--- config.mk ---
export PLATFORM = sky130hd
export DESIGN_NAME = varint_zigzag_codec
export DESIGN_NICKNAME = d
export VERILOG_FILES = /design/src/rtl/vzc_pkg.sv /design/src/rtl/varint_zigzag_codec.sv /design/src/rtl/vzc_front.sv /design/src/rtl/vzc_queue.sv /design/src/rtl/vzc_back.sv
export SDC_FILE = /design/constraint.sdc
export NUM_CORES = 1
export LEC_CHECK = 0
export BUFFER_PORTS_ARGS = -buffer_cell sky130_fd_sc_hd__clkbuf_2
export CORE_MARGIN = 3
export CORE_UTILIZATION = 50
export CTS_BUF_LIST = sky130_fd_sc_hd__clkbuf_16
export CTS_CLUSTER_DIAMETER = 30
export DETAILED_ROUTE_END_ITERATION = 7
export GPL_TIMING_DRIVEN = 1
export PLACE_DENSITY = 0.75
export SETUP_SLACK_MARGIN = 0.2
export SLEW_MARGIN = 20
export SYNTH_ARGS = -nofsm -noshare
export SYNTH_HDL_FRONTEND = slang
export SYNTH_HIERARCHICAL = 1
export SYNTH_SLANG_ARGS = --single-unit
--- constraint.sdc ---
create_clock -name clock -period 9.45 [get_ports clock]
set_input_delay 0.945 -clock clock [delete_from_list [all_inputs] [get_ports clock]]
set_output_delay 0.945 -clock clock [all_outputs]
set_load 0.005 [all_outputs]
--- src/rtl/vzc_pkg.sv ---
package vzc_pkg;

   localparam int unsigned GROUP_BITS = 7;
   localparam logic [2:0]  LAST_GROUP = 3'd4;

   typedef enum logic [1:0] {
      KIND_BYTE    = 2'd0,
      KIND_VALUE   = 2'd1,
      KIND_CORRUPT = 2'd2
   } kind_type;

   typedef enum logic {
      OP_ENCODE = 1'b0,
      OP_DECODE = 1'b1
   } opcode_type;

   typedef struct packed {
      logic        opcode;
      logic [31:0] encode_value;
      logic [7:0]  byte_in;
      logic        source_last;
   } req_type;

   typedef struct packed {
      logic [1:0]  result_kind;
      logic [7:0]  out_byte;
      logic [31:0] out_value;
      logic        run_last;
   } rsp_type;

   // One queued job: a value to serialise into bytes, a decoded value or an error.
   typedef struct packed {
      kind_type    kind;
      logic [31:0] data;
   } work_type;

endpackage

--- src/rtl/varint_zigzag_codec.sv ---
// Channel   Direction  Handshake            Payload
// req_      in         req_valid/req_stall  req_type: opcode, value, byte, source flag
// rsp_      out        rsp_valid/rsp_stall  rsp_type: kind, byte, value, run flag
// csr_      in         csr_valid/csr_ready  signed_mode bit
//
// A decode byte is taken by the front unit alone; an encode value yields one byte per cycle
// from the back unit while rsp_stall is low, so it occupies that unit for one byte per 7-bit
// group, 1 to 5 bytes. Input and output are decoupled by a QUEUE_DEPTH entry job queue;
// req_stall rises only while that queue is full.
// Reset is synchronous and clears the decoder state, the queue and the output valid flag.
module varint_zigzag_codec
   import vzc_pkg::*;
#(
   parameter int QUEUE_DEPTH = 2
) (
   input  logic    clock,
   input  logic    reset,
   input  logic    req_valid,
   output logic    req_stall,
   input  req_type req_payload,
   output logic    rsp_valid,
   input  logic    rsp_stall,
   output rsp_type rsp_payload,
   input  logic    csr_valid,
   output logic    csr_ready,
   input  logic    csr_data
);

   logic     signed_mode_ff;
   logic     signed_mode_in;
   logic     work_push;
   work_type work_data;
   logic     queue_full;
   logic     queue_pop;
   logic     head_valid;
   work_type head_data;

   assign csr_ready      = 1'b1;
   assign signed_mode_in = (csr_valid && csr_ready) ? csr_data : signed_mode_ff;

   always_ff @(posedge clock) begin
      if (reset) begin
         signed_mode_ff <= 1'b0;
      end else begin
         signed_mode_ff <= signed_mode_in;
      end
   end

   vzc_front u_front (
      .clock       (clock),
      .reset       (reset),
      .signed_mode (signed_mode_ff),
      .req_valid   (req_valid),
      .req_stall   (req_stall),
      .req_payload (req_payload),
      .queue_full  (queue_full),
      .work_push   (work_push),
      .work_data   (work_data)
   );

   vzc_queue #(
      .DEPTH (QUEUE_DEPTH)
   ) u_queue (
      .clock      (clock),
      .reset      (reset),
      .push       (work_push),
      .push_data  (work_data),
      .full       (queue_full),
      .pop        (queue_pop),
      .head_valid (head_valid),
      .head_data  (head_data)
   );

   vzc_back u_back (
      .clock       (clock),
      .reset       (reset),
      .head_valid  (head_valid),
      .head_data   (head_data),
      .pop         (queue_pop),
      .rsp_valid   (rsp_valid),
      .rsp_stall   (rsp_stall),
      .rsp_payload (rsp_payload)
   );

`ifndef SYNTHESIS
   // A transfer into a full queue would lose a job.
   assert property (@(posedge clock) disable iff (reset) !(work_push && queue_full))
      else $error("job pushed into a full queue");

   // The queue is never popped while it is empty.
   assert property (@(posedge clock) disable iff (reset) queue_pop |-> head_valid)
      else $error("queue popped while empty");

   // Encoded bytes carry the continuation bit exactly when more bytes follow.
   assert property (@(posedge clock) disable iff (reset)
      (rsp_valid && rsp_payload.result_kind == KIND_BYTE)
      |-> (rsp_payload.out_byte[7] == !rsp_payload.run_last))
      else $error("continuation bit disagrees with run_last");

   // Decoded values and errors always end their run.
   assert property (@(posedge clock) disable iff (reset)
      (rsp_valid && rsp_payload.result_kind != KIND_BYTE) |-> rsp_payload.run_last)
      else $error("decode result without run_last");
`endif

endmodule

--- src/rtl/vzc_front.sv ---
module vzc_front
   import vzc_pkg::*;
(
   input  logic     clock,
   input  logic     reset,
   input  logic     signed_mode,
   input  logic     req_valid,
   output logic     req_stall,
   input  req_type  req_payload,
   input  logic     queue_full,
   output logic     work_push,
   output work_type work_data
);

   logic [31:0] accumulator_ff;
   logic [31:0] accumulator_in;
   logic [2:0]  group_count_ff;
   logic [2:0]  group_count_in;
   logic        accept;
   logic [4:0]  shift_amount;
   logic [31:0] merged;
   logic [31:0] mapped;
   logic [31:0] unmapped;

   assign req_stall = queue_full;
   assign accept    = req_valid && !queue_full;

   assign shift_amount = 5'(group_count_ff) * 5'(GROUP_BITS);
   assign merged       = accumulator_ff | (32'(req_payload.byte_in[6:0]) << shift_amount);

   assign mapped   = {req_payload.encode_value[30:0], 1'b0}
                     ^ {32{req_payload.encode_value[31]}};
   assign unmapped = {1'b0, merged[31:1]} ^ {32{merged[0]}};

   always_comb begin
      accumulator_in = accumulator_ff;
      group_count_in = group_count_ff;
      work_push      = 1'b0;
      work_data.kind = KIND_BYTE;
      work_data.data = '0;
      if (accept) begin
         if (req_payload.opcode == OP_ENCODE) begin
            work_push      = 1'b1;
            work_data.kind = KIND_BYTE;
            work_data.data = signed_mode ? mapped : req_payload.encode_value;
         end else if (!req_payload.byte_in[7]) begin
            work_push      = 1'b1;
            work_data.kind = KIND_VALUE;
            work_data.data = signed_mode ? unmapped : merged;
            accumulator_in = '0;
            group_count_in = '0;
         end else if (group_count_ff == LAST_GROUP || req_payload.source_last) begin
            // A fifth continuation byte, or a stream that ends mid-value.
            work_push      = 1'b1;
            work_data.kind = KIND_CORRUPT;
            accumulator_in = '0;
            group_count_in = '0;
         end else begin
            accumulator_in = merged;
            group_count_in = group_count_ff + 3'd1;
         end
      end
   end

   always_ff @(posedge clock) begin
      if (reset) begin
         accumulator_ff <= '0;
         group_count_ff <= '0;
      end else begin
         accumulator_ff <= accumulator_in;
         group_count_ff <= group_count_in;
      end
   end

endmodule

--- src/rtl/vzc_queue.sv ---
module vzc_queue
   import vzc_pkg::*;
#(
   parameter int DEPTH = 2
) (
   input  logic     clock,
   input  logic     reset,
   input  logic     push,
   input  work_type push_data,
   output logic     full,
   input  logic     pop,
   output logic     head_valid,
   output work_type head_data
);

   localparam int PTR_W = (DEPTH > 1) ? $clog2(DEPTH) : 1;
   localparam int CNT_W = $clog2(DEPTH + 1);

   work_type             mem [DEPTH];
   logic     [PTR_W-1:0] wr_ptr_ff;
   logic     [PTR_W-1:0] wr_ptr_in;
   logic     [PTR_W-1:0] rd_ptr_ff;
   logic     [PTR_W-1:0] rd_ptr_in;
   logic     [CNT_W-1:0] count_ff;
   logic     [CNT_W-1:0] count_in;

   assign full       = (count_ff == CNT_W'(DEPTH));
   assign head_valid = (count_ff != '0);
   assign head_data  = mem[rd_ptr_ff];

   always_comb begin
      wr_ptr_in = wr_ptr_ff;
      rd_ptr_in = rd_ptr_ff;
      count_in  = count_ff;
      if (push) begin
         wr_ptr_in = (wr_ptr_ff == PTR_W'(DEPTH - 1)) ? '0 : wr_ptr_ff + 1'b1;
      end
      if (pop) begin
         rd_ptr_in = (rd_ptr_ff == PTR_W'(DEPTH - 1)) ? '0 : rd_ptr_ff + 1'b1;
      end
      if (push && !pop) begin
         count_in = count_ff + 1'b1;
      end else if (pop && !push) begin
         count_in = count_ff - 1'b1;
      end
   end

   always_ff @(posedge clock) begin
      if (push) begin
         mem[wr_ptr_ff] <= push_data;
      end
   end

   always_ff @(posedge clock) begin
      if (reset) begin
         wr_ptr_ff <= '0;
         rd_ptr_ff <= '0;
         count_ff  <= '0;
      end else begin
         wr_ptr_ff <= wr_ptr_in;
         rd_ptr_ff <= rd_ptr_in;
         count_ff  <= count_in;
      end
   end

endmodule

--- src/rtl/vzc_back.sv ---
module vzc_back
   import vzc_pkg::*;
(
   input  logic     clock,
   input  logic     reset,
   input  logic     head_valid,
   input  work_type head_data,
   output logic     pop,
   output logic     rsp_valid,
   input  logic     rsp_stall,
   output rsp_type  rsp_payload
);

   logic     cur_valid_ff;
   logic     cur_valid_in;
   work_type cur_ff;
   work_type cur_in;
   logic     rsp_valid_ff;
   logic     rsp_valid_in;
   rsp_type  rsp_ff;
   rsp_type  rsp_in;
   logic     out_free;
   logic     emit;
   logic     more;
   logic     cur_done;

   assign out_free = !rsp_valid_ff || !rsp_stall;
   assign emit     = cur_valid_ff && out_free;
   assign more     = (cur_ff.kind == KIND_BYTE) && (cur_ff.data[31:GROUP_BITS] != '0);
   assign cur_done = emit && !more;
   assign pop      = head_valid && (!cur_valid_ff || cur_done);

   always_comb begin
      rsp_in = rsp_ff;
      if (emit) begin
         rsp_in.result_kind = cur_ff.kind;
         rsp_in.out_byte    = '0;
         rsp_in.out_value   = '0;
         rsp_in.run_last    = !more;
         unique case (cur_ff.kind)
            KIND_BYTE:    rsp_in.out_byte  = {more, cur_ff.data[6:0]};
            KIND_VALUE:   rsp_in.out_value = cur_ff.data;
            KIND_CORRUPT: rsp_in.out_value = '0;
            default:      rsp_in.out_value = '0;
         endcase
      end
   end

   always_comb begin
      rsp_valid_in = out_free ? emit : rsp_valid_ff;
      cur_valid_in = cur_valid_ff;
      cur_in       = cur_ff;
      if (pop) begin
         cur_valid_in = 1'b1;
         cur_in       = head_data;
      end else if (cur_done) begin
         cur_valid_in = 1'b0;
      end else if (emit) begin
         // Drop the group just sent; the next one moves to the bottom.
         cur_in.data = cur_ff.data >> GROUP_BITS;
      end
   end

   always_ff @(posedge clock) begin
      rsp_ff <= rsp_in;
      cur_ff <= cur_in;
   end

   always_ff @(posedge clock) begin
      if (reset) begin
         cur_valid_ff <= 1'b0;
         rsp_valid_ff <= 1'b0;
      end else begin
         cur_valid_ff <= cur_valid_in;
         rsp_valid_ff <= rsp_valid_in;
      end
   end

   assign rsp_valid   = rsp_valid_ff;
   assign rsp_payload = rsp_ff;

endmodule

Yosys cells after proc, flatten, opt, wreduce, memory -nomap -nowiden. Memory sizes are Yosys's and may differ from the RTL's. A register that Yosys moved wholly into a read port is not among the register bits. Index checks and enable logic that the tools add are counted.

Register bits after elaboration: 119. Bits in writable memories: 68. Input bits: 48. Output and inout bits: 46. Word-level logic and storage cells: 82. Memories kept: 1.

Memory list: u_queue.mem (depth 2, bits a word 34, rd ports 1, clocked after memory_dff 1, wr ports 1, line vzc_queue.sv:19) `work_type mem [DEPTH];`.

$add $sub $neg: 5. Multipliers: 1. Equal/unequal tests: 4. Shift operators: 1. Multiplexer cells: 28. Bitwise operators: 3. Reductions and logical operators: 25.

Operators by type and width (count): 32-bit two-way mux (8); 34-bit two-way mux (2); 32-bit bitwise OR (1); 7-bit by 5-bit left shift with 32-bit output (1); 31-bit by 32-bit bitwise XOR with 32-bit output (1); 32-bit bitwise XOR (1); 25-bit nonzero test (1); 1-bit two-way mux (12); 2-bit two-way mux (4); 2-bit nonzero test (4); 1-bit logical AND (7); 1-bit logical NOT (7); 3-bit two-way mux (2); 3-bit by 3-bit multiplier with 5-bit output (second input constant) (1); 2-bit AND reduction (2); 3-bit by 1-bit adder with 3-bit output (second input constant) (1); 3-bit == test (second input constant) (1); 1-bit logical OR (3); 1-bit adder (second input constant) (2); 2-bit by 1-bit adder with 2-bit output (second input constant) (1); 2-bit by 1-bit == test with 1-bit output (second input constant) (1); 2-bit == test (second input constant) (1); 2-bit logical NOT (1); 2-bit != test (second input constant) (1); 2-bit by 1-bit subtractor with 2-bit output (second input constant) (1).

Depth between registers and ports, before layout. Gate-level depths: netlist of run 1.

Depth in word-level cells: 10. Depth in mapped cells: 12. Gate-level depth less buffers: 10.

Modules after synthesis. Netlist of run 1, hierarchy kept.

Modules (own cells, without submodules): vzc_back (instances 1, cells each 298, area each 3659.8 um^2, sequential area each 2352.3 um^2); vzc_front (instances 1, cells each 488, area each 3555.9 um^2, sequential area each 700.7 um^2); vzc_queue (instances 1, cells each 128, area each 2662.6 um^2, sequential area each 2142.1 um^2); varint_zigzag_codec (instances 1, cells each 5, area each 45.0 um^2, sequential area each 20.0 um^2).

Worst setup path after synthesis of run 1. OpenSTA, ideal clock, no wires.

Path kind: input to register. From: in rsp_stall. To: reg u_back/cur_ff[0] in the netlist's numbering, enable pin. Setup time: 0.433 ns. Arrival time: 3.269 ns. Data required time: 9.017 ns. Setup slack: 5.748 ns. Cell stages on the path: 5. Buffers on the path: 1. Cell sequence: nand2_1 nand4_1 o221a_4 buf_6 o22ai_1.

Cells in the longest elaborated chain, start to end: 8. Elaborated cells on any way between the ends: 9. Classes of those cells: 1 x eq/ne; 8 x reduce/logical.

Ends and longest elaborated chain: from (decl) (line varint_zigzag_codec.sv:22) `input logic rsp_stall,`; 1-bit logical NOT (*) (line vzc_back.sv:27) `assign out_free = !rsp_valid_ff || !rsp_stall;`; 1-bit logical OR (*) (line vzc_back.sv:27); 1-bit logical AND (*) (line vzc_back.sv:28) `assign emit = cur_valid_ff && out_free;`; 1-bit logical AND (line vzc_back.sv:30) `assign cur_done = emit && !more;`; 1-bit logical OR (line vzc_back.sv:31) `assign pop = head_valid && (!cur_valid_ff || cur_done);`; 1-bit logical AND (line vzc_back.sv:31); 2-bit != test (no source line) or 2-bit nonzero test (tied branches); 2-bit AND reduction (no source line) (*); to (signal assigned) (line vzc_back.sv:66) `cur_ff <= cur_in;`; to (decl) (line vzc_back.sv:16) `work_type cur_ff;`.

Every way passes the cells marked *; elsewhere a longest branch is shown, timed or not. A chain may end at the register's enable or synchronous reset.

==> results.rst, run 1 <==
.. list-table::
   :header-rows: 1

   * - Metric
     - Value
   * - Result of the run
     - finished, final reports clean
   * - Proportion of layout cells with a drive suffix above 1
     - 21.5%
   * - Mean instance size in the synthesized netlist
     - 10.8 sq um
   * - First-pass GRT wire length
     - 36,600 microns
   * - Area growth syn-to-layout
     - 12.0%
   * - Number of cells traversed by the worst hold path
     - 2
   * - Crit Reg-Reg Endpoint
     - u_queue/mem[0][13]$_DFFE_PP_
   * - Drt first pass iters
     - 8
   * - Synth cell types
     - 67
   * - IR Drop Worst-Case VDD
     - 0.139 mV
   * - Xor and xnor area share after synthesis
     - 4.15%
   * - Least-Margin Pin Slew
     - 1.10 ns
   * - Class of the most critical hold timing path
     - reg -> reg
   * - Combinational family with the most area after synthesis
     - compound AO/OA/AOI/OAI gates
   * - Relative slew slack
     - 26.3%
   * - Die Span X
     - 147 microns
   * - Most common cell after layout, fill and taps aside
     - edfxtp_1
   * - Total leakage power
     - 3.87 nW
   * - Simple-Gate Fraction of Synth Area
     - 14.7%
   * - Ratio of routed vias to standard cells
     - 6.01
   * - Sequential share of the synthesized area
     - 52.6%
   * - Worst-case register-to-register setup slack
     - 4.56 ns
   * - Post-Synth Adder-Cell Area
     - 1.03%
   * - Cell area after technology mapping
     - 0.00992 sq mm
   * - Largest buffer count on any clock path
     - 2
   * - Total of hold buffers inserted after clock tree synthesis
     - 0
   * - Routed wire length
     - 23,400 microns
   * - Number of instances in the synthesized netlist
     - 919
   * - Count of warnings emitted by yosys
     - 6
   * - Sum of overflow across all layers after global routing
     - 0
   * - Total of max-cap violations
     - 0
   * - Number of slew-limit violations in the final report
     - 0
   * - All-Layer GR Usage
     - 21.3%
   * - R2R cell count
     - 10
   * - Worst Hold Path EP
     - u_front/accumulator_ff[21]$_SDFFE_PP0P_
   * - Most used cells in the layout excluding fill and tap cells
     - 145 x edfxtp_1, 92 x clkbuf_2, 88 x nand2_1
   * - Top cells by area in the synthesized netlist
     - edfxtp_1 44%, dfxtp_1 8.7%, mux2_2 4.5%
   * - Setup tns final
     - 0 ns
   * - Initial DRC Count
     - 931
   * - Antenna violations before repair
     - 0
   * - Fraction of registers with async set/reset
     - 0%
   * - Tmin final
     - 4.89 ns
   * - Overall die area
     - 0.0216 sq mm
   * - Vertical die dimension
     - 147 microns
   * - Total DRC errors in the routed layout
     - 0
   * - CTS sink count
     - 188
   * - Vias post-DR
     - 7,494
   * - Fraction of synthesized area in multiplexers
     - 6.62%
   * - Element type at the critical path end
     - register
   * - CP required
     - 9.68 ns
   * - I/O pin count
     - 94
   * - Clock Latency Late Sink
     - 0.44 ns
   * - Critical path class
     - reg -> reg
   * - Cell accounting for the most synthesized area
     - edfxtp_1
   * - Number of global-route vias before repair
     - 6,728
   * - Pwr dens
     - 263 mW/mm^2
   * - Layout net count
     - 1,028
   * - Startpoint of the tightest hold check path
     - u_front/accumulator_ff[21]$_SDFFE_PP0P_
   * - Worst Path Max Fanout
     - 25
   * - Number of routed nets with antenna violations
     - 0
   * - Initial Utilization
     - 52.0%
   * - Count of flip-flops with a built-in enable after synthesis
     - 145
   * - Net count of the mapped netlist
     - 974
   * - Maximum number of pins on one net before global-route repair
     - 70
   * - CTS H-Tree Depth
     - 4
   * - Worst Setup Slack, final
     - 4.56 ns
   * - Achievable clock frequency
     - 0.205 GHz
   * - TritonCTS clock tree
     - yes
   * - DP Worst Slack
     - 4.82 ns
   * - Post-CTS repair timing setup buffer count
     - 0
   * - Final hold vios
     - 0
   * - CTS Root Cell
     - clkbuf_16
   * - Startpoint class of the critical path
     - register
   * - Post-CTS sizing
     - 0
   * - Placer's final routability congestion estimate
     - 0.944
   * - Count of buffers inserted at the top-level ports
     - 92
   * - # diodes
     - 0
   * - Fraction of the mapped netlist area in compound gates
     - 17.1%
   * - Commonest register cell after synthesis
     - edfxtp_1
   * - Total clock buffers created by CTS
     - 17
   * - Seq cells post-synth
     - 188
   * - DP HPWL
     - 16,000 microns
   * - Fraction of the cycle the final worst path needs
     - 51.7%
   * - Average routed wire per standard cell
     - 18.8 microns
   * - Worst path arrival time
     - 5.11 ns
   * - Area fraction of the dominant cell type after synthesis
     - 43.9%
   * - Worst Clk Skew
     - 0.0115 ns
   * - Placed cell areas
     - 0.0105 sq mm
   * - Setup-failing EPs final
     - 0
   * - Startpoint of the worst-slack reg-to-reg timing path
     - u_front/group_count_ff[0]$_SDFFE_PP0P_
   * - Rows
     - 50
   * - Total non-filler cell area in the finished layout
     - 0.0111 sq mm
   * - Total core area
     - 0.0191 sq mm
   * - Reg clk slew, reported paths
     - 0.08 ns
   * - Unrepaired setup endpoints after global routing
     - no
-- registers in the layout (all words and copies together) (netlist names), named ones only --
signal,count
u_back/rsp_payload,43
u_back/cur_valid_ff,1
u_front/accumulator_ff,32
u_queue/mem,68
u_back/cur_ff,34
signed_mode_ff,1
u_back/rsp_valid,1
u_queue/wr_ptr_ff,1
u_queue/count_ff,2
u_queue/rd_ptr_ff,1
u_front/group_count_ff,3
-- per-layer routing --
layer / vias up / global-route usage [%] / part of all wire, %
met5: - / 0 / 0
met2: 381 / 33.8 / 47
met4: 0 / 7.48 / 2.6
met1: 3516 / 29.6 / 42
li1: 3542 / - / -
met3: 55 / 3.67 / 7.5
-- stage by stage --
stage                     hold WS, ns  util (%)  total power, mW  std cells
after floorplan                 0.431         -             1.96        919
after global placement          0.449      54.9             2.19       1214
after detailed placement        0.460      54.9             2.21       1214
after CTS                       0.479      58.2             2.93       1246
after global routing            0.490      58.3             3.08       1246
final                           0.482      58.3             2.93       1246
-- synth_stat cells (all sizes together), types with 31 or more instances --
cell type / count
nor2: 81
xnor2: 42
o21ai: 49
buf: 31
clkbuf: 37
nand2: 88
a21oi: 45
a31oi: 44
edfxtp: 145
mux2: 42
and2: 47
dfxtp: 43
-- final cells by class --
cell class,count,area [sq um]
fill,1607,7970
sequential,188,5220
multi-input combinational,649,4350
timing repair buffer,103,543
clock buffer,17,425
tap,260,325
clock inverter,15,201
inverter,14,52.6
-- power breakdown --
group	leakage (nW)	switching (mW)	internal, mW	total, mW
Clock	0.299	0.347	0.383	0.730
Sequential	1.74	0.149	1.19	1.34
Combinational	1.83	0.513	0.347	0.860
-- cell families after synthesis --
group                    after synthesis
flip-flops                           188
AO/OA/AOI/OAI                        246
XOR/XNOR                              47
multiplexers                          58
adder cells (fa/ha/maj)                7
AND/OR/NAND/NOR                      290
other                                  1
buffers and inverters                 82
-- critical path, stage by stage (launching register included) --
cell,delay (ns)
dfxtp_1,0.58
fa_1,0.65
ha_1,0.13
inv_1,0.05
fa_1,1.08
nor2b_1,0.31
and3_1,0.35
a21oi_4,0.21
nor2_1,0.87
a21oi_1,0.19
o211ai_1,0.23
-- worst max-delay path by stage --
stage	from	to	slack, ns	cells after the start
2_1_floorplan	rsp_stall	u_back/cur_ff[0]$_DFFE_PP_	5.75	5
3_3_place_gp	u_front/group_count_ff[0]$_SDFFE_PP0P_	u_queue/mem[0][29]$_DFFE_PP_	4.99	10
3_5_place_dp	u_front/group_count_ff[0]$_SDFFE_PP0P_	u_queue/mem[0][13]$_DFFE_PP_	4.82	10
4_1_cts	u_front/group_count_ff[0]$_SDFFE_PP0P_	u_queue/mem[1][13]$_DFFE_PP_	4.67	10
5_1_grt	u_front/group_count_ff[0]$_SDFFE_PP0P_	u_queue/mem[1][5]$_DFFE_PP_	4.27	10
6_report	u_front/group_count_ff[0]$_SDFFE_PP0P_	u_queue/mem[0][13]$_DFFE_PP_	4.56	10
Power figures use the tool's default switching activity.
==> run 2: changes to the inputs <==
- ABC_AREA: unset -> 1
- clock period: 9.45 -> 4.7 ns (I/O delays scaled with it)
==> run 2 against run 1 <==
Against the previous run:
- hold slack got worse by 0.20 ns
- cell count increased by 18%
- synthesized cell count increased by 24%
- core utilization decreased by 1.4 points
- critical path type unchanged
- critical endpoint is now u_queue/mem[0][19]$_DFFE_PP_
==> results.rst, run 2 <==
.. list-table::
   :header-rows: 1

   * - Metric
     - Value
   * - Layout net count
     - 1,249
   * - Most common cell after layout, fill and taps aside
     - nand2_1
   * - Sum of overflow across all layers after global routing
     - 0
   * - Post-CTS repair timing setup buffer count
     - 0
   * - Result of the run
     - finished, final reports clean
   * - Ratio of routed vias to standard cells
     - 5.36
   * - Achievable clock frequency
     - 0.263 GHz
   * - Count of placed standard cells in the final layout, fillers left out
     - 1,472
   * - Total core area
     - 0.0198 sq mm
   * - Number of cells traversed by the worst hold path
     - 3
   * - Count of flip-flops with a built-in enable after synthesis
     - 145
   * - Pwr dens
     - 519 mW/mm^2
   * - Setup tns final
     - 0 ns
   * - Commonest cells post-synth
     - 247 x nand2_1, 169 x nand3_1, 145 x edfxtp_1
   * - Net count of the mapped netlist
     - 1,194
   * - Vias post-DR
     - 7,887
   * - Total clock buffers created by CTS
     - 17
   * - Class of the most critical hold timing path
     - in -> reg
   * - Relative slew slack
     - 32.0%
   * - Initial Utilization
     - 51.6%
   * - I/O pin count
     - 94
   * - Worst Path Max Fanout
     - 32
   * - Most used cells in the layout excluding fill and tap cells
     - 247 x nand2_1, 169 x nand3_1, 145 x edfxtp_1
   * - Buffers & Inverters on Critical Path
     - 3
   * - Total DRC errors in the routed layout
     - 0
   * - Mean instance size in the synthesized netlist
     - 8.96 sq um
   * - Startpoint of the worst-slack reg-to-reg timing path
     - u_front/group_count_ff[0]$_SDFFE_PP0P_
   * - Total leakage power
     - 4.78 nW
   * - Critical path class
     - reg -> reg
   * - Most instantiated library cell after synthesis
     - nand2_1
   * - Number of routed nets with antenna violations
     - 0
   * - Total of max-cap violations
     - 0
   * - Proportion of layout cells with a drive suffix above 1
     - 17.1%
   * - Total of hold buffers inserted after clock tree synthesis
     - 0
   * - Routed wire length
     - 22,800 microns
   * - CTS Root Cell
     - clkbuf_16
   * - Wire length on met1
     - 9960 microns
   * - Cell accounting for the most synthesized area
     - edfxtp_1
   * - Number of global-route vias before repair
     - 7,086
   * - Worst Clk Skew
     - 0.0141 ns
   * - Die Span X
     - 149 microns
   * - Worst Hold Path EP
     - signed_mode_ff$_SDFFE_PP0P_
   * - Startpoint class of the critical path
     - register
   * - Initial DRC Count
     - 689
   * - Startpoint of the tightest hold check path
     - csr_valid
   * - Uppermost signal routing layer after detailed routing
     - met4
   * - Reg clk slew, reported paths
     - 0.07 ns
   * - Element type at the critical path end
     - register
   * - Area growth syn-to-layout
     - 10.1%
   * - Seq cells post-synth
     - 188
   * - Register with the highest flop count
     - u_queue/mem
   * - Synth cell types
     - 42
   * - Commonest register cell after synthesis
     - edfxtp_1
   * - DP HPWL
     - 16,300 microns
   * - Average routed wire per standard cell
     - 15.5 microns
   * - IR Drop Worst-Case VDD
     - 0.267 mV
   * - Worst path arrival time
     - 4.04 ns
   * - Number of fill cells in the layout
     - 1,730
   * - Crit-path max cell delay
     - 0.59 ns
   * - Sequential share of the synthesized area
     - 51.1%
   * - Placer's final routability congestion estimate
     - 0.902
   * - Least-Margin Pin Slew
     - 1.02 ns
   * - Vertical die dimension
     - 149 microns
   * - First-pass GRT wire length
     - 36,200 microns
   * - Largest buffer count on any clock path
     - 2
   * - Rows
     - 51
   * - Utilization after layout
     - 56.8%
   * - Count of buffers inserted at the top-level ports
     - 92
   * - Tmin final
     - 3.80 ns
   * - Clock Latency Late Sink
     - 0.43 ns
   * - Cell area after technology mapping
     - 0.0102 sq mm
   * - CP required
     - 4.94 ns
   * - Flip-flop count of the largest register, all copies and words added
     - 68
   * - CTS H-Tree Depth
     - 4
   * - Routed length on met2
     - 11,100 microns
   * - Fraction of the cycle the final worst path needs
     - 80.8%
   * - Met3 layer wire length in the routed design
     - 1120 microns
   * - Top cells by area in the synthesized netlist
     - edfxtp_1 43%, nand2_1 9.1%, dfxtp_1 8.4%
   * - Post-CTS sizing
     - 0
   * - Overall power after layout
     - 5.83 mW
   * - Crit Reg-Reg Endpoint
     - u_queue/mem[0][19]$_DFFE_PP_
   * - Area fraction of the dominant cell type after synthesis
     - 42.7%
   * - Number of instances in the synthesized netlist
     - 1,139
   * - Unrepaired setup endpoints after global routing
     - no
   * - Maximum number of pins on one net before global-route repair
     - 68
   * - CP Cell Sequence
     - fa_1 > ha_1 > inv_1 > fa_1 > xnor2_4 > inv_4 > nand2_2 > nand2_4 > inv_6 > nand2_1 > nand3_1 > nand3_1 > a21oi_1
   * - Count of warnings emitted by yosys
     - 6
   * - Drt first pass iters
     - 6
   * - Setup-failing EPs final
     - 0
   * - Fraction of registers with async set/reset
     - 0%
   * - Number of slew-limit violations in the final report
     - 0
   * - Family with the most delay on the worst path
     - adder cells
   * - Antenna violations before repair
     - 0
   * - Number of cells in the design after placement
     - 1,440
   * - Overall die area
     - 0.0222 sq mm
   * - All-Layer GR Usage
     - 20.6%
   * - # diodes
     - 0
   * - CTS sink count
     - 188
   * - Number of cells on the critical path
     - 13
   * - Final hold vios
     - 0
   * - Worst-case register-to-register setup slack
     - 0.90 ns
   * - R2R cell count
     - 13
   * - Slowest CP cell
     - fa_1
   * - TritonCTS clock tree
     - yes
[run 2: cell types whose count changed in the layout (fill, tap and decap cells not counted), moves of 36 or more]
cell	change
and2_1	-45
a31oi_1	-43
nand3_1	+160
a21oi_1	+39
inv_1	+113
nand2_1	+159
mux2_2	-36
[run 2: metrics by stage]
stage	hold WS [ns]	cell area [sq um]	worst slack [ns]
2_1_floorplan	0.433	10200	1.26
3_3_place_gp	0.446	10700	1.01
3_5_place_dp	0.456	10700	0.999
4_1_cts	0.272	11200	0.959
5_1_grt	0.292	11200	0.673
6_report	0.284	11200	0.902
[run 2: logic make-up (layout without fill, tap and decap cells)]
family / Yosys count / in the layout / share of synthesized area, %
other: 1 / 1 / 0.0367
XOR/XNOR: 35 / 35 / 3.19
flip-flops: 188 / 188 / 51.1
buffers and inverters: 205 / 273 / 9.28
adder cells (fa/ha/maj): 7 / 7 / 1.01
AND/OR/NAND/NOR: 518 / 518 / 22.3
AO/OA/AOI/OAI: 151 / 151 / 8.20
multiplexers: 34 / 34 / 4.85
[run 2: layer usage]
layer / track usage (%) / up-vias
met4: 7.05 / 0
met3: 3.77 / 32
met2: 34.4 / 251
met1: 27.1 / 3677
met5: 0 / -
li1: - / 3927
[run 2: report_power, final]
part	switching (mW)	internal [mW]	leakage (nW)
Sequential	0.257	2.44	1.74
Clock	0.623	0.738	0.271
Combinational	1.11	0.665	2.76
Total	1.99	3.84	4.78
[run 2: area by class of cell]
| cell class | count | area [sq um] | share of cell area, % |
|---|---|---|---|
| flip-flops and latches | 188 | 5220 | 46.4 |
| multi-input cells | 746 | 4050 | 36.0 |
| repair buffers | 105 | 558 | 4.97 |
| inverters | 136 | 518 | 4.61 |
| clock buffers | 17 | 425 | 3.79 |
| well taps | 265 | 332 | 2.95 |
| clock inverters | 15 | 136 | 1.21 |
[run 2: how the worst max path moves through the flow]
stage,startpoint,end,slack (ns)
6_report,u_front/group_count_ff[0]$_SDFFE_PP0P_,u_queue/mem[0][19]$_DFFE_PP_,0.90
5_1_grt,u_front/group_count_ff[0]$_SDFFE_PP0P_,u_queue/mem[1][30]$_DFFE_PP_,0.67
4_1_cts,u_front/group_count_ff[0]$_SDFFE_PP0P_,u_queue/mem[1][30]$_DFFE_PP_,0.96
3_5_place_dp,u_front/group_count_ff[0]$_SDFFE_PP0P_,u_queue/mem[1][30]$_DFFE_PP_,1.0
3_3_place_gp,u_front/group_count_ff[0]$_SDFFE_PP0P_,u_queue/mem[0][30]$_DFFE_PP_,1.01
2_1_floorplan,rsp_stall,u_back/cur_ff[0]$_DFFE_PP_,1.26
[run 2: worst register-to-register path, delay by kind of cell (launching register included)]
kind	cells	cell delay (ns)
adders and majority gates	3	1.22
and+or+nand+nor	5	0.64
buffers and inverters	3	0.54
xor gates and xnor gates	1	0.50
DFF	1	0.46
AOI/OAI and AO/OA	1	0.24
==> run 3: changes to the inputs <==
- clock period: 4.7 -> 3.55 ns (I/O delays scaled with it)
==> run 3 against run 2 <==
Against the previous run:
- combinational power grew 33%
- via count grew 0.74%
- worst setup slack lost 0.49 ns
- count of clock-buffer cells in the layout is the same
- critical path type unchanged
- critical endpoint is now u_queue/mem[0][18]$_DFFE_PP_
==> results.rst, run 3 (same netlist as run 2, synthesis figures left out) <==
.. list-table::
   :header-rows: 1

   * - Metric
     - Value
   * - Startpoint of the tightest hold check path
     - csr_valid
   * - Total of max-cap violations
     - 0
   * - Final hold vios
     - 0
   * - Total of hold buffers inserted after clock tree synthesis
     - 0
   * - Proportion of layout cells with a drive suffix above 1
     - 17.7%
   * - Die Span X
     - 149 microns
   * - Flip-flop count of the largest register, all copies and words added
     - 68
   * - Count of buffers inserted at the top-level ports
     - 92
   * - Most common cell after layout, fill and taps aside
     - nand2_1
   * - Post-CTS sizing
     - 0
   * - Achievable clock frequency
     - 0.319 GHz
   * - Least-Margin Pin Slew
     - 1.03 ns
   * - Count of placed standard cells in the final layout, fillers left out
     - 1,479
   * - Hold Slack
     - 0.174 ns
   * - Overall power after layout
     - 7.86 mW
   * - IR Drop Worst-Case VDD
     - 0.371 mV
   * - Result of the run
     - finished, final reports clean
   * - Vertical die dimension
     - 149 microns
   * - Clock Latency Late Sink
     - 0.43 ns
   * - Antenna violations before repair
     - 0
   * - Relative slew slack
     - 31.6%
   * - Placer's final routability congestion estimate
     - 0.916
   * - CTS H-Tree Depth
     - 4
   * - Ratio of routed vias to standard cells
     - 5.37
   * - Power share of the combinational group
     - 30.1%
   * - Fraction of the cycle the final worst path needs
     - 88.4%
   * - Total clock buffers created by CTS
     - 17
   * - Critical path class
     - reg -> reg
   * - Total DRC errors in the routed layout
     - 0
   * - Internal
     - 5.13 mW
   * - Total non-filler cell area in the finished layout
     - 0.0114 sq mm
   * - Worst Setup Slack, final
     - 0.410 ns
   * - Part of the power in registers
     - 45.2%
   * - Number of routed nets with antenna violations
     - 0
   * - Drt first pass iters
     - 5
   * - Total leakage power
     - 4.85 nW
   * - Placed cell areas
     - 0.0107 sq mm
   * - Switching power of the nets
     - 2.73 mW
   * - Worst Path Max Fanout
     - 17
   * - Initial Utilization
     - 51.6%
   * - Layout net count
     - 1,256
   * - DP Worst Slack
     - 0.388 ns
   * - Most used cells in the layout excluding fill and tap cells
     - 247 x nand2_1, 169 x nand3_1, 145 x edfxtp_1
   * - Pwr dens
     - 692 mW/mm^2
   * - Worst path arrival time
     - 3.30 ns
   * - Number of slew-limit violations in the final report
     - 0
   * - All-Layer GR Usage
     - 20.7%
   * - First-pass GRT wire length
     - 36,500 microns
   * - Part of the power in the clock network
     - 24.8%
   * - Number of cells traversed by the worst hold path
     - 3
   * - # diodes
     - 0
   * - Maximum number of pins on one net before global-route repair
     - 63
   * - Routed wire length
     - 22,700 microns
   * - Vias post-DR
     - 7,945
   * - Area growth syn-to-layout
     - 11.3%
   * - Class of the most critical hold timing path
     - in -> reg
   * - CTS sink count
     - 188
   * - Register with the highest flop count
     - u_queue/mem
   * - R2R cell count
     - 15
   * - Startpoint of the worst-slack reg-to-reg timing path
     - u_front/group_count_ff[0]$_SDFFE_PP0P_
   * - Rows
     - 51
   * - Worst Hold Path EP
     - signed_mode_ff$_SDFFE_PP0P_
   * - Switching Fraction
     - 34.7%
   * - Average routed wire per standard cell
     - 15.4 microns
   * - Overall die area
     - 0.0222 sq mm
   * - Startpoint class of the critical path
     - register
   * - Utilization after layout
     - 57.4%
   * - Total core area
     - 0.0198 sq mm
   * - CTS Root Cell
     - clkbuf_16
   * - CP required
     - 3.71 ns
   * - TritonCTS clock tree
     - yes
   * - Sum of overflow across all layers after global routing
     - 0
   * - Worst Clk Skew
     - 0.0117 ns
   * - Flip-flop and latch area
     - 0.00522 sq mm
   * - DP HPWL
     - 16,300 microns
   * - Post-CTS repair timing setup buffer count
     - 0
   * - Element type at the critical path end
     - register
   * - Number of cells in the design after placement
     - 1,447
   * - I/O pin count
     - 94
   * - Unrepaired setup endpoints after global routing
     - no
   * - Crit Reg-Reg Endpoint
     - u_queue/mem[0][18]$_DFFE_PP_
   * - Largest buffer count on any clock path
     - 2
   * - Setup-failing EPs final
     - 0
   * - Worst-case register-to-register setup slack
     - 0.41 ns
   * - Number of fill cells in the layout
     - 1,706
   * - Area of combinational cells with multiple inputs
     - 0.00406 sq mm
   * - Tmin final
     - 3.14 ns
   * - Setup tns final
     - 0 ns
   * - Reg clk slew, reported paths
     - 0.07 ns
   * - Initial DRC Count
     - 600
   * - Number of global-route vias before repair
     - 7,313
-- run 3: how the worst max path moves through the flow --
| stage | startpoint | depth (start not counted) | end | slack [ns] |
|---|---|---|---|---|
| after floorplan | u_queue/count_ff[1]$_SDFFE_PP0P_ | 8 | u_queue/mem[0][0]$_DFFE_PP_ | 0.54 |
| after global placement | u_front/group_count_ff[0]$_SDFFE_PP0P_ | 14 | u_queue/mem[0][30]$_DFFE_PP_ | 0.41 |
| after detailed placement | u_front/group_count_ff[0]$_SDFFE_PP0P_ | 14 | u_queue/mem[0][30]$_DFFE_PP_ | 0.39 |
| after CTS | u_front/group_count_ff[0]$_SDFFE_PP0P_ | 14 | u_queue/mem[1][30]$_DFFE_PP_ | 0.38 |
| after global routing | u_front/group_count_ff[0]$_SDFFE_PP0P_ | 15 | u_queue/mem[0][18]$_DFFE_PP_ | 0.23 |
| final | u_front/group_count_ff[0]$_SDFFE_PP0P_ | 15 | u_queue/mem[0][18]$_DFFE_PP_ | 0.41 |
-- run 3: worst max-delay path: stages (launching register included) --
cell     delay [ns]
dfxtp_1        0.33
fa_1           0.54
ha_1           0.14
inv_1          0.05
fa_1           0.50
xnor2_4        0.20
buf_4          0.26
nor2_4         0.08
inv_1          0.06
nor2_1         0.03
nor2_1         0.19
nand2_1        0.13
nand2_1        0.08
nand3_1        0.07
nand2_1        0.13
a21oi_1        0.08
-- run 3: cell type report --
class / count / share of cell area [%]
multi-input combinational: 746 / 35.7
timing repair buffer: 112 / 5.38
tap: 265 / 2.92
clock inverter: 15 / 1.66
sequential: 188 / 45.9
clock buffer: 17 / 3.74
inverter: 136 / 4.63
-- run 3: power by group through the flow --
stage / Sequential (mW) / Combinational [mW] / Clock, mW
global placement: 3.58 / 2.32 / 0
detailed placement: 3.60 / 2.37 / 0
finish: 3.55 / 2.36 / 1.95
global route: 3.61 / 2.65 / 2.07
CTS: 3.55 / 2.38 / 1.98
floorplan: 3.47 / 1.92 / 0
-- run 3: per-layer routing --
metal	up-vias	wire, microns	global-route usage, %
li1	3932	-	-
met3	43	1280	4.16
met2	251	11100	34.7
met4	0	589	7.19
met1	3719	9770	27.0
met5	-	0	0
